$ cat src/sv/strt_pkg.sv
// ----------------------------------------------------------------------------
// strt_pkg
// Shared types and constants for the space-time reservation table.
// ----------------------------------------------------------------------------
package strt_pkg;

	localparam int TIME_W      = 16;
	localparam int LOC_IN_W    = 32;
	localparam int AGENT_W     = 8;
	localparam int CMD_W       = 2;
	localparam int IN_TDATA_W  = 64;
	localparam int OUT_TDATA_W = 8;

	// command codes; code 3 is unused, leaves the table unchanged and returns an all-zero result
	typedef enum logic [CMD_W-1:0] {
		CMD_RESERVE = 2'd0,
		CMD_QUERY   = 2'd1,
		CMD_UPDATE  = 2'd2
	} cmd_e;

	// controller -> datapath
	typedef struct packed {
		logic accept;   // input word taken this cycle
		logic scan;     // walking the table
		logic finish;   // commit result and table write
	} ctl_t;

	// datapath -> controller
	typedef struct packed {
		logic needs_scan;  // incoming command is query or update
		logic empty;       // no slot in use
		logic hit;         // slot in read stage matches
		logic last;        // slot in read stage is the last one in use
		logic out_free;    // output register can take a word
	} sts_t;

endpackage

$ cat src/sv/strt_ctrl.sv
// ----------------------------------------------------------------------------
// strt_ctrl
// Command sequencer: accept, table walk, result commit.
// ----------------------------------------------------------------------------
module strt_ctrl (
	input  logic            clk,
	input  logic            arst_n,
	input  logic            s_tvalid,
	output logic            s_tready,
	input  strt_pkg::sts_t  sts,
	output strt_pkg::ctl_t  ctl
);
	import strt_pkg::*;

	typedef enum logic [2:0] {
		ST_IDLE   = 3'b001,
		ST_SCAN   = 3'b010,
		ST_FINISH = 3'b100
	} state_t;

	state_t state_q, state_d;

	assign s_tready   = (state_q == ST_IDLE);
	assign ctl.accept = s_tvalid && s_tready;
	assign ctl.scan   = (state_q == ST_SCAN);
	assign ctl.finish = (state_q == ST_FINISH) && sts.out_free;

	always_comb begin
		state_d = state_q;
		unique case (state_q)
			ST_IDLE: begin
				if (s_tvalid) begin
					state_d = (sts.needs_scan && !sts.empty) ? ST_SCAN : ST_FINISH;
				end
			end
			ST_SCAN: begin
				if (sts.hit || sts.last) begin
					state_d = ST_FINISH;
				end
			end
			ST_FINISH: begin
				if (sts.out_free) begin
					state_d = ST_IDLE;
				end
			end
			default: state_d = ST_IDLE;
		endcase
	end

	always_ff @(posedge clk or negedge arst_n) begin
		if (!arst_n) begin
			state_q <= ST_IDLE;
		end else begin
			state_q <= state_d;
		end
	end

endmodule

$ cat src/sv/strt_dp.sv
// ----------------------------------------------------------------------------
// strt_dp
// Reservation store, command registers, one-slot-per-cycle match stage and
// output register.
// ----------------------------------------------------------------------------
module strt_dp #(
	parameter int TABLE_ENTRIES = 64,
	parameter int LOCATION_BITS = 32
) (
	input  logic                               clk,
	input  logic                               arst_n,
	input  logic [strt_pkg::IN_TDATA_W-1:0]    s_tdata,
	output logic                               m_tvalid,
	input  logic                               m_tready,
	output logic [strt_pkg::OUT_TDATA_W-1:0]   m_tdata,
	input  strt_pkg::ctl_t                     ctl,
	output strt_pkg::sts_t                     sts
);
	import strt_pkg::*;

	localparam int IW = $clog2(TABLE_ENTRIES);
	localparam int CW = $clog2(TABLE_ENTRIES + 1);
	localparam int LW = (LOCATION_BITS < LOC_IN_W) ? LOCATION_BITS : LOC_IN_W;

	typedef struct packed {
		logic [TIME_W-1:0]        tstep;
		logic [LOCATION_BITS-1:0] loc;
		logic [AGENT_W-1:0]       agent;
	} entry_t;

	entry_t mem [TABLE_ENTRIES];

	// unpacked input word
	logic [CMD_W-1:0]         in_cmd;
	logic [TIME_W-1:0]        in_time;
	logic [LOC_IN_W-1:0]      in_loc;
	logic [AGENT_W-1:0]       in_agent;
	logic [LOCATION_BITS-1:0] in_loc_m;

	assign in_cmd   = s_tdata[CMD_W-1:0];
	assign in_time  = s_tdata[CMD_W+TIME_W-1:CMD_W];
	assign in_loc   = s_tdata[CMD_W+TIME_W+LOC_IN_W-1:CMD_W+TIME_W];
	assign in_agent = s_tdata[CMD_W+TIME_W+LOC_IN_W+AGENT_W-1:CMD_W+TIME_W+LOC_IN_W];

	always_comb begin
		in_loc_m = '0;
		in_loc_m[LW-1:0] = in_loc[LW-1:0];
	end

	logic [CMD_W-1:0]         cmd_q;
	logic [TIME_W-1:0]        time_q;
	logic [LOCATION_BITS-1:0] loc_q;
	logic [AGENT_W-1:0]       agent_q;
	logic [CW-1:0]            fill_q;
	logic [CW-1:0]            addr_q;
	logic                     rd_vld_s1;
	logic [IW-1:0]            idx_s1;
	entry_t                   rd_s1;
	logic                     hit_q;
	logic [IW-1:0]            hit_idx_q;
	logic                     m_tvalid_q;
	logic [OUT_TDATA_W-1:0]   m_tdata_q;

	logic is_reserve, is_query, is_update;
	logic full, issue, hit_s1, last_s1, wr_en;
	logic [IW-1:0] wr_idx;

	assign is_reserve = (cmd_q == CMD_RESERVE);
	assign is_query   = (cmd_q == CMD_QUERY);
	assign is_update  = (cmd_q == CMD_UPDATE);
	assign full       = (fill_q == CW'(TABLE_ENTRIES));
	assign issue      = ctl.scan && (addr_q < fill_q);

	always_comb begin
		hit_s1 = 1'b0;
		if (rd_vld_s1 && rd_s1.tstep == time_q) begin
			if (is_query) begin
				hit_s1 = (rd_s1.loc == loc_q) && (rd_s1.agent != agent_q);
			end else if (is_update) begin
				hit_s1 = (rd_s1.agent == agent_q);
			end
		end
	end

	assign last_s1 = rd_vld_s1 && ((CW'(idx_s1) + CW'(1)) == fill_q);

	// an update rewrites the matched slot; time and agent equal the command's
	assign wr_en  = ctl.finish && ((is_reserve && !full) || (is_update && hit_q));
	assign wr_idx = is_reserve ? fill_q[IW-1:0] : hit_idx_q;

	always_ff @(posedge clk) begin
		if (issue) begin
			rd_s1  <= mem[addr_q[IW-1:0]];
			idx_s1 <= addr_q[IW-1:0];
		end
		if (wr_en) begin
			mem[wr_idx] <= '{tstep: time_q, loc: loc_q, agent: agent_q};
		end
	end

	always_ff @(posedge clk) begin
		if (ctl.accept) begin
			cmd_q   <= in_cmd;
			time_q  <= in_time;
			loc_q   <= in_loc_m;
			agent_q <= in_agent;
		end
		if (ctl.scan && hit_s1) begin
			hit_idx_q <= idx_s1;
		end
		if (ctl.finish) begin
			m_tdata_q <= {{(OUT_TDATA_W-3){1'b0}},
			              is_reserve && full,
			              is_update && hit_q,
			              is_query && hit_q};
		end
	end

	always_ff @(posedge clk or negedge arst_n) begin
		if (!arst_n) begin
			fill_q     <= '0;
			addr_q     <= '0;
			rd_vld_s1  <= 1'b0;
			hit_q      <= 1'b0;
			m_tvalid_q <= 1'b0;
		end else begin
			if (ctl.accept) begin
				addr_q    <= '0;
				rd_vld_s1 <= 1'b0;
				hit_q     <= 1'b0;
			end else begin
				rd_vld_s1 <= issue;
				if (issue) begin
					addr_q <= addr_q + CW'(1);
				end
				if (ctl.scan && hit_s1) begin
					hit_q <= 1'b1;
				end
			end
			if (ctl.finish && is_reserve && !full) begin
				fill_q <= fill_q + CW'(1);
			end
			if (ctl.finish) begin
				m_tvalid_q <= 1'b1;
			end else if (m_tready) begin
				m_tvalid_q <= 1'b0;
			end
		end
	end

	assign m_tvalid       = m_tvalid_q;
	assign m_tdata        = m_tdata_q;
	assign sts.needs_scan = (in_cmd == CMD_QUERY) || (in_cmd == CMD_UPDATE);
	assign sts.empty      = (fill_q == '0);
	assign sts.hit        = hit_s1;
	assign sts.last       = last_s1;
	assign sts.out_free   = !m_tvalid_q || m_tready;

endmodule

$ cat src/sv/space_time_reservation_table_core.sv
// ----------------------------------------------------------------------------
// space_time_reservation_table_core
// Space-time reservation table with reserve, query and update commands.
// ----------------------------------------------------------------------------
// Reservations (time step, location, agent) are appended in arrival order to
// a single-port-read RAM of TABLE_ENTRIES slots and are never freed. One
// command word is handled at a time. Reserve and the unused command code skip
// the table walk. Query and update walk the slots in use one per cycle
// through the RAM read port and stop at the first match or after the last
// slot in use; on an empty table they skip the walk. The result sits in an
// output register; a new command is taken while it waits.
module space_time_reservation_table_core #(
	parameter int TABLE_ENTRIES = 64,
	parameter int LOCATION_BITS = 32
) (
	input  logic                              clk,
	input  logic                              arst_n,
	input  logic                              s_tvalid,
	output logic                              s_tready,
	// [1:0] command, [17:2] time_step, [49:18] location, [57:50] agent_id
	input  logic [strt_pkg::IN_TDATA_W-1:0]   s_tdata,
	output logic                              m_tvalid,
	input  logic                              m_tready,
	// [0] reserved_by_other, [1] entry_found, [2] table_full
	output logic [strt_pkg::OUT_TDATA_W-1:0]  m_tdata
);
	import strt_pkg::*;

	ctl_t ctl;
	sts_t sts;

	strt_ctrl u_ctrl (
		.clk      (clk),
		.arst_n   (arst_n),
		.s_tvalid (s_tvalid),
		.s_tready (s_tready),
		.sts      (sts),
		.ctl      (ctl)
	);

	strt_dp #(
		.TABLE_ENTRIES (TABLE_ENTRIES),
		.LOCATION_BITS (LOCATION_BITS)
	) u_dp (
		.clk      (clk),
		.arst_n   (arst_n),
		.s_tdata  (s_tdata),
		.m_tvalid (m_tvalid),
		.m_tready (m_tready),
		.m_tdata  (m_tdata),
		.ctl      (ctl),
		.sts      (sts)
	);

endmodule

$ cat config.mk
export PLATFORM = sky130hd
export DESIGN_NAME = space_time_reservation_table_core
export DESIGN_NICKNAME = d
export VERILOG_FILES = /design/src/sv/strt_pkg.sv /design/src/sv/strt_ctrl.sv /design/src/sv/strt_dp.sv /design/src/sv/space_time_reservation_table_core.sv
export SDC_FILE = /design/constraint.sdc
export NUM_CORES = 2
export LEC_CHECK = 0
export BUFFER_PORTS_ARGS = -buffer_cell sky130_fd_sc_hd__buf_4
export CAP_MARGIN = 20
export CELL_PAD_IN_SITES_DETAIL_PLACEMENT = 1
export CELL_PAD_IN_SITES_GLOBAL_PLACEMENT = 2
export CORE_MARGIN = 2
export CORE_UTILIZATION = 56
export DETAILED_ROUTE_END_ITERATION = 10
export GPL_TIMING_DRIVEN = 0
export MAX_ROUTING_LAYER = met4
export PLACE_DENSITY_LB_ADDON = 0.1
export SLEW_MARGIN = 20
export SYNTH_ARGS = -nofsm -noshare
export SYNTH_HDL_FRONTEND = slang
export SYNTH_SLANG_ARGS = --single-unit
$ cat constraint.sdc
create_clock -name clk -period 7.2 [get_ports clk]
set_clock_uncertainty 0.15 [all_clocks]
set_input_delay 0 -clock clk [delete_from_list [all_inputs] [get_ports clk]]
set_output_delay 0 -clock clk [all_outputs]
set_load 0.01 [all_outputs]
; Word level (Yosys, flattened, before mapping)
; Memory sizes are Yosys's and may differ from the RTL's. A register that Yosys moved wholly into a read port is not among the register bits.
; Index checks and enable logic that the tools add are counted.
[word_totals]
ram_bits = 3584
wordCells = 80
output_inout_bits = 10
inputBits = 68
latch_bits = 0
ff_bits = 93
mem_bits_ro = 0
mem_count = 1
[classes]
magnitude_cmp = 1
n_reduce_logical = 28
add_sub_neg = 3
div_mod_pow = 0
bitwise_logic = 0
n_mul = 0
n_shift = 0
muxes = 18
eq_ne = 16
[mem_list]
columns = name, words, width, read_ports, rd_ports_with_merged_regs, wr, line
row1 = u_dp.mem, 64, 56, 1, 1, 1, strt_dp.sv:31  ; entry_t mem [TABLE_ENTRIES];
[ops]
columns = cell, count
row1 = $eq 32x32->1, 1
row2 = $eq 16x16->1, 1
row3 = $logic_and 1x1->1, 15
row4 = $add 7x1->7 const B, 2
row5 = $mux 7, 2
row6 = $mux 3, 4
row7 = $mux 1, 10
row8 = $pmux 3 s3, 1
row9 = $eq 8x8->1, 1
row10 = $ne 8x8->1, 1
row11 = $add 6x1->7 const B, 1
row12 = $eq 7x7->1, 1
row13 = $eq 7x7->1 const B, 1
row14 = $logic_not 7->1, 1
row15 = $lt 7x7->1, 1
row16 = $mux 6, 1
row17 = $reduce_bool 2->1, 3
row18 = $eq 2x1->1 const B, 2
row19 = $eq 2x2->1 const B, 2
row20 = $logic_or 1x1->1, 4
row21 = $ne 2x2->1 const B, 2
row22 = $eq 3x1->1 const B, 1
row23 = $eq 3x2->1 const B, 1
row24 = $eq 3x3->1 const B, 1
row25 = other kinds (4), 6

; Depth between registers and ports, before layout
[depth]
ltp_word = 7
ltp_mapped = 10
mapped_depth_nobuf = 9

; By module
; From an unflattened synthesis, not the netlist that was laid out.
[unflattened]
cells_unflattened = 6084
hier_area_um2 = 141202.9
[by_module_without_submodules]
columns = module, cells_each, n_inst, seq_area_each_um2, area_per_inst_um2
row1 = strt_dp, 6065, 1, 111922.3, 141014.0
row2 = strt_ctrl, 19, 1, 76.3, 188.9

; Worst setup path before layout
; OpenSTA, ideal clock, no wires.
[synth_timing]
kind = flip-flop to flip-flop
start = reg u_dp.cmd_q[1]
end = mem u_dp.mem[48][0] (netlist bit) (enable)
n_path_buf = 2
arrival_time_ns = 3.870
period_less_slack_ns = 4.490
path_slack_ns = 2.710
setup_time_ns = 0.470
required_time_ns = 6.580
stages_incl_launch_ff = 8
path_cell_list = edfxtp_1 -> nor2_1 -> clkbuf_1 -> clkbuf_1 -> nand3_1 -> o21ai_0 -> nand2_1 -> nor2_1
[synth_via]
elab_chain_cells = 6
word_cells_on_any_way = 9
classes_between = 1 x eq/ne / 3 x mux / 5 x reduce/logical
[synth_rtl]
columns = item, line
row1 = from (decl), strt_dp.sv:50  ; logic [CMD_W-1:0] cmd_q;
row2 = from (signal assigned), strt_dp.sv:103  ; cmd_q <= in_cmd;
row3 = $eq 2x2->1 / $logic_not 2->1 (equally long branches), "strt_dp.sv:70, strt_dp.sv:68"
row4 = $logic_and 1x1->1, strt_dp.sv:88  ; assign wr_en = ctl.finish && ((is_reserve && !full) || (is_update && hit_q));
row5 = $logic_or 1x1->1, strt_dp.sv:88
row6 = $logic_and 1x1->1, strt_dp.sv:88
row7 = $mux 1, strt_dp.sv:96  ; if (wr_en) begin
row8 = $mux 1 (implied by the code), strt_dp.sv:97  ; mem[wr_idx] <= '{tstep: time_q, loc: loc_q, agent: agent_q};
row9 = to (decl), strt_dp.sv:31
; Parallel ways exist; a longest one is shown, timed or not.

; Final worst setup path
[layout_timing]
start = reg u_dp.addr_q[2]
end = reg, netlist name u_dp.rd_s1[27]
[layout_via]
elab_chain_cells = 2
[layout_rtl]
columns = item, line
row1 = from (decl), strt_dp.sv:55  ; logic [CW-1:0] addr_q;
row2 = from (signal assigned), strt_dp.sv:134  ; addr_q <= addr_q + CW'(1);
row3 = $lt 7x7->1, strt_dp.sv:72  ; assign issue = ctl.scan && (addr_q < fill_q);
row4 = $logic_and 1x1->1, strt_dp.sv:72
; Parallel ways exist; a longest one is shown, timed or not.
; A chain may end at the register's enable or synchronous reset.

==> impl_metrics.tcl <==
set metrics [dict create \
    arrival_ns 5.99 \
    endpoint_kind "register" \
    wl_met1_mm 173 \
    crit_end "u_dp.rd_s1[27]" \
    clkSinkCount 3733 \
    route.met3.wl_mm 59.2 \
    synth_cell_types 53 \
    synthFlopType "edfxtp_1" \
    hp-class "in -> reg" \
    drt_iter0_drc 13091 \
    synthCells 6133 \
    p_seq_share_pct 47.8 \
    die_x_um 509 \
    netlist.area_leader.share_pct 78.1 \
    yosysMostFrequentCell "edfxtp_1" \
    start_kind "register" \
    area_growth_pct 19.5 \
    relSlewSlack_pct 10.3 \
    p_comb_share_pct 14.3 \
    grt_start_max_net_pins 53 \
    hold_viol_final 0 \
    r2r-end "u_dp.rd_s1[27]" \
    drc 0 \
    io_buffers 66 \
    rr_startpoint "u_dp.addr_q[2]" \
    place_area_um2 157000 \
    grt_pass1_vias 76359 \
    synth-edff-count 3713 \
    grt_usage_pct 37.5 \
    antenna_found_initial 29 \
    syn-cell-area_um2 143000 \
    cap_violations 0 \
    cp_max_fo 10 \
    worstRegToRegCells 8 \
    place_ws_ns 2.13 \
    syn_avg_cell_area_um2 23.3 \
    die-area_um2 259000 \
    slew_violations 0 \
    met2WireLength_mm 214 \
    fin_crit_sh_pct 73.8 \
    post_cts_buffers 0 \
    dr.max_layer_used "met4" \
    yosysSeqAreaShare_pct 78.4 \
    async_flop_share_pct 0.536 \
    placedCellCount 9972 \
    clkPwrFrac_pct 37.9 \
    drive_gt1_share_pct 30.4 \
    fin_cells 10809 \
    synthTopCellsByArea "edfxtp_1 78%, mux4_2 15%, mux2i_1 1.5%" \
    synthTopCellsByCount "3713 x edfxtp_1, 951 x mux4_2, 219 x mux2i_1" \
    die_y_um 509 \
    rsz0062_at_grt "false" \
    switching_share_pct 25.6 \
    final.min_clock_period_ns 5.31 \
    total_power_mw 53.8 \
    start_util_pct 56.2 \
    clockRootBuffer "clkbuf_16" \
    cts_tree "done" \
    finalSetupViolCount 0 \
    grt-ovfl-total 0 \
    yosysTopAreaCell "edfxtp_1" \
    worst-endpoint-required_ns 7.88 \
    worst_pin_slew_ns 1.34 \
    grt_pass1_wl_mm 636 \
    fmax_mhz 188 \
    peakVddDrop_mv 0.313 \
    crit_path_start "u_dp.addr_q[2]" \
    core_um2 254000 \
    pwr_density_cell_nw_per_um2 315 \
    viasPerCell 6.96 \
    antenna_left 0 \
    synth-seq-cells 3733 \
    num_rows 185 \
    gp_congestion 0.946 \
    nets 7199 \
    route.vias.total 75277 \
    fin_ws_ns 1.89 \
    wl_per_cell_um 43.0 \
    outcome "completed" \
    htree_levels 5 \
    numCtsBuffers 387 \
    leakage_nw 52.7 \
    synth_warnings 0 \
    p_int_mw 40.0 \
    routed_wl_mm 465 \
    num_io_pins 78 \
    dr.pass1.iters 6 \
    rrSetupSlack_ns 1.89 \
    dp_hpwl_mm 316 \
    tns_ns 0 \
    cts_max_path_buffers 4 \
    path_clk_slew_ns 0.07 \
    power.switching_mw 13.7 \
    final_area_um2 171000 \
    path_class "reg -> reg" \
    clock_latency_ns 1.01 \
]
-- through the flow --
stage	hold slack (ns)	utilization [%]
floorplan	-0.446	-
global placement	-0.227	58.1
detailed placement	-0.222	61.7
CTS	0.0339	67.1
global route	0.113	67.2
finish	0.115	67.2
-- metal layers --
layer  vias to the layer above  global-route usage (%)
met1                     40678                    51.8
met4                         0                    13.5
met5                         -                       -
li1                      28209                       -
met3                       928                    10.1
met2                      5462                    54.3
-- worst max-delay path, cell delays in order (launching register included) --
cell     delay (ns)
dfrtp_1        0.58
buf_2          0.65
buf_2          0.55
buf_2          0.71
buf_1          0.74
mux2i_1        0.31
a21oi_1        0.98
o22ai_1        0.30
nand2_1        0.16
-- area by class of cell --
cell class                      instances  area, um2
Buffer                                334       1640
Tap cell                             3366       4210
Clock buffer                          454      10000
Sequential cell                      3733     112000
Fill cell                           19274      83300
Antenna cell                           22       55.1
Multi-Input combinational cell       2058      29700
Clock inverter                        235       2560
Timing Repair Buffer                  595      10400
Inverter                               12       50.0
-- cell usage in the layout, fill, tap and decap left out, types with 61 or more instances in the layout --
| master | instances |
|---|---|
| a211oi_1 | 95 |
| a21oi_1 | 116 |
| buf_12 | 110 |
| buf_16 | 161 |
| buf_2 | 116 |
| buf_4 | 95 |
| buf_8 | 132 |
| clkbuf_1 | 193 |
| clkbuf_16 | 392 |
| clkinv_1 | 81 |
| clkinv_2 | 73 |
| dlygate4sd3_1 | 123 |
| edfxtp_1 | 3713 |
| mux2i_1 | 219 |
| mux4_2 | 951 |
| nand2_1 | 82 |
| nor2_4 | 64 |
| nor2b_1 | 85 |
| o22ai_1 | 81 |
| xor2_1 | 61 |
-- registers in the layout, summed over array words and instances (netlist names) --
register / count
u_ctrl.state_q: 3
u_dp.addr_q: 7
u_dp.fill_q: 7
u_dp.time_q: 16
u_dp.rd_s1: 56
u_dp.cmd_q: 2
u_dp.agent_q: 8
u_dp.loc_q: 32
u_dp.rd_vld_s1: 1
u_dp.hit_idx_q: 6
u_dp.hit_q: 1
u_dp.m_tvalid: 1
u_dp.m_tdata: 3
u_dp.idx_s1: 6
u_dp.mem: 3584
-- power groups by stage --
stage	sequential [mW]	combinational [mW]	clock (mW)
after floorplan	26.6	3.24	0
after global placement	27.6	5.09	0
after detailed placement	26.2	7.39	0
after CTS	25.7	7.50	20.4
after global routing	25.7	7.89	21.2
final	25.7	7.67	20.4
-- logic make-up (layout without fill, tap and decap cells) --
kind of cell | count (synthesis) | after routing | synth area share, %
multiplexers | 1203 | 1203 | 16.8
XOR/XNOR | 74 | 74 | 0.454
adder cells (fa/ha/maj) | 10 | 10 | 0.0876
other | 1 | 27 | 0.00263
AO/OA/AOI/OAI | 406 | 406 | 1.84
AND/OR/NAND/NOR | 360 | 360 | 1.23
buffers and inverters | 346 | 1630 | 1.16
flip-flops | 3733 | 3733 | 78.4
-- what timing repair did --
| action | 4_1_cts | 5_1_grt |
|---|---|---|
| hold buffers | 124 | 0 |
| gates resized for setup | 0 | 0 |
| endpoints found under the hold margin | 99 | 0 |
-- worst min path at each step --
stage	start	end	slack, ns	cells after the start
detailed placement	arst_n	u_dp.m_tvalid	-0.22	1
finish	s_tvalid	u_dp.hit_q	0.11	4
global route	s_tdata[26]	u_dp.loc_q[8]	0.11	3
floorplan	arst_n	u_ctrl.state_q[1]	-0.45	0
global placement	arst_n	u_dp.m_tvalid	-0.23	1
CTS	s_tvalid	u_dp.hit_q	0.03	4
Note: power is estimated with default switching activity, not from simulation.
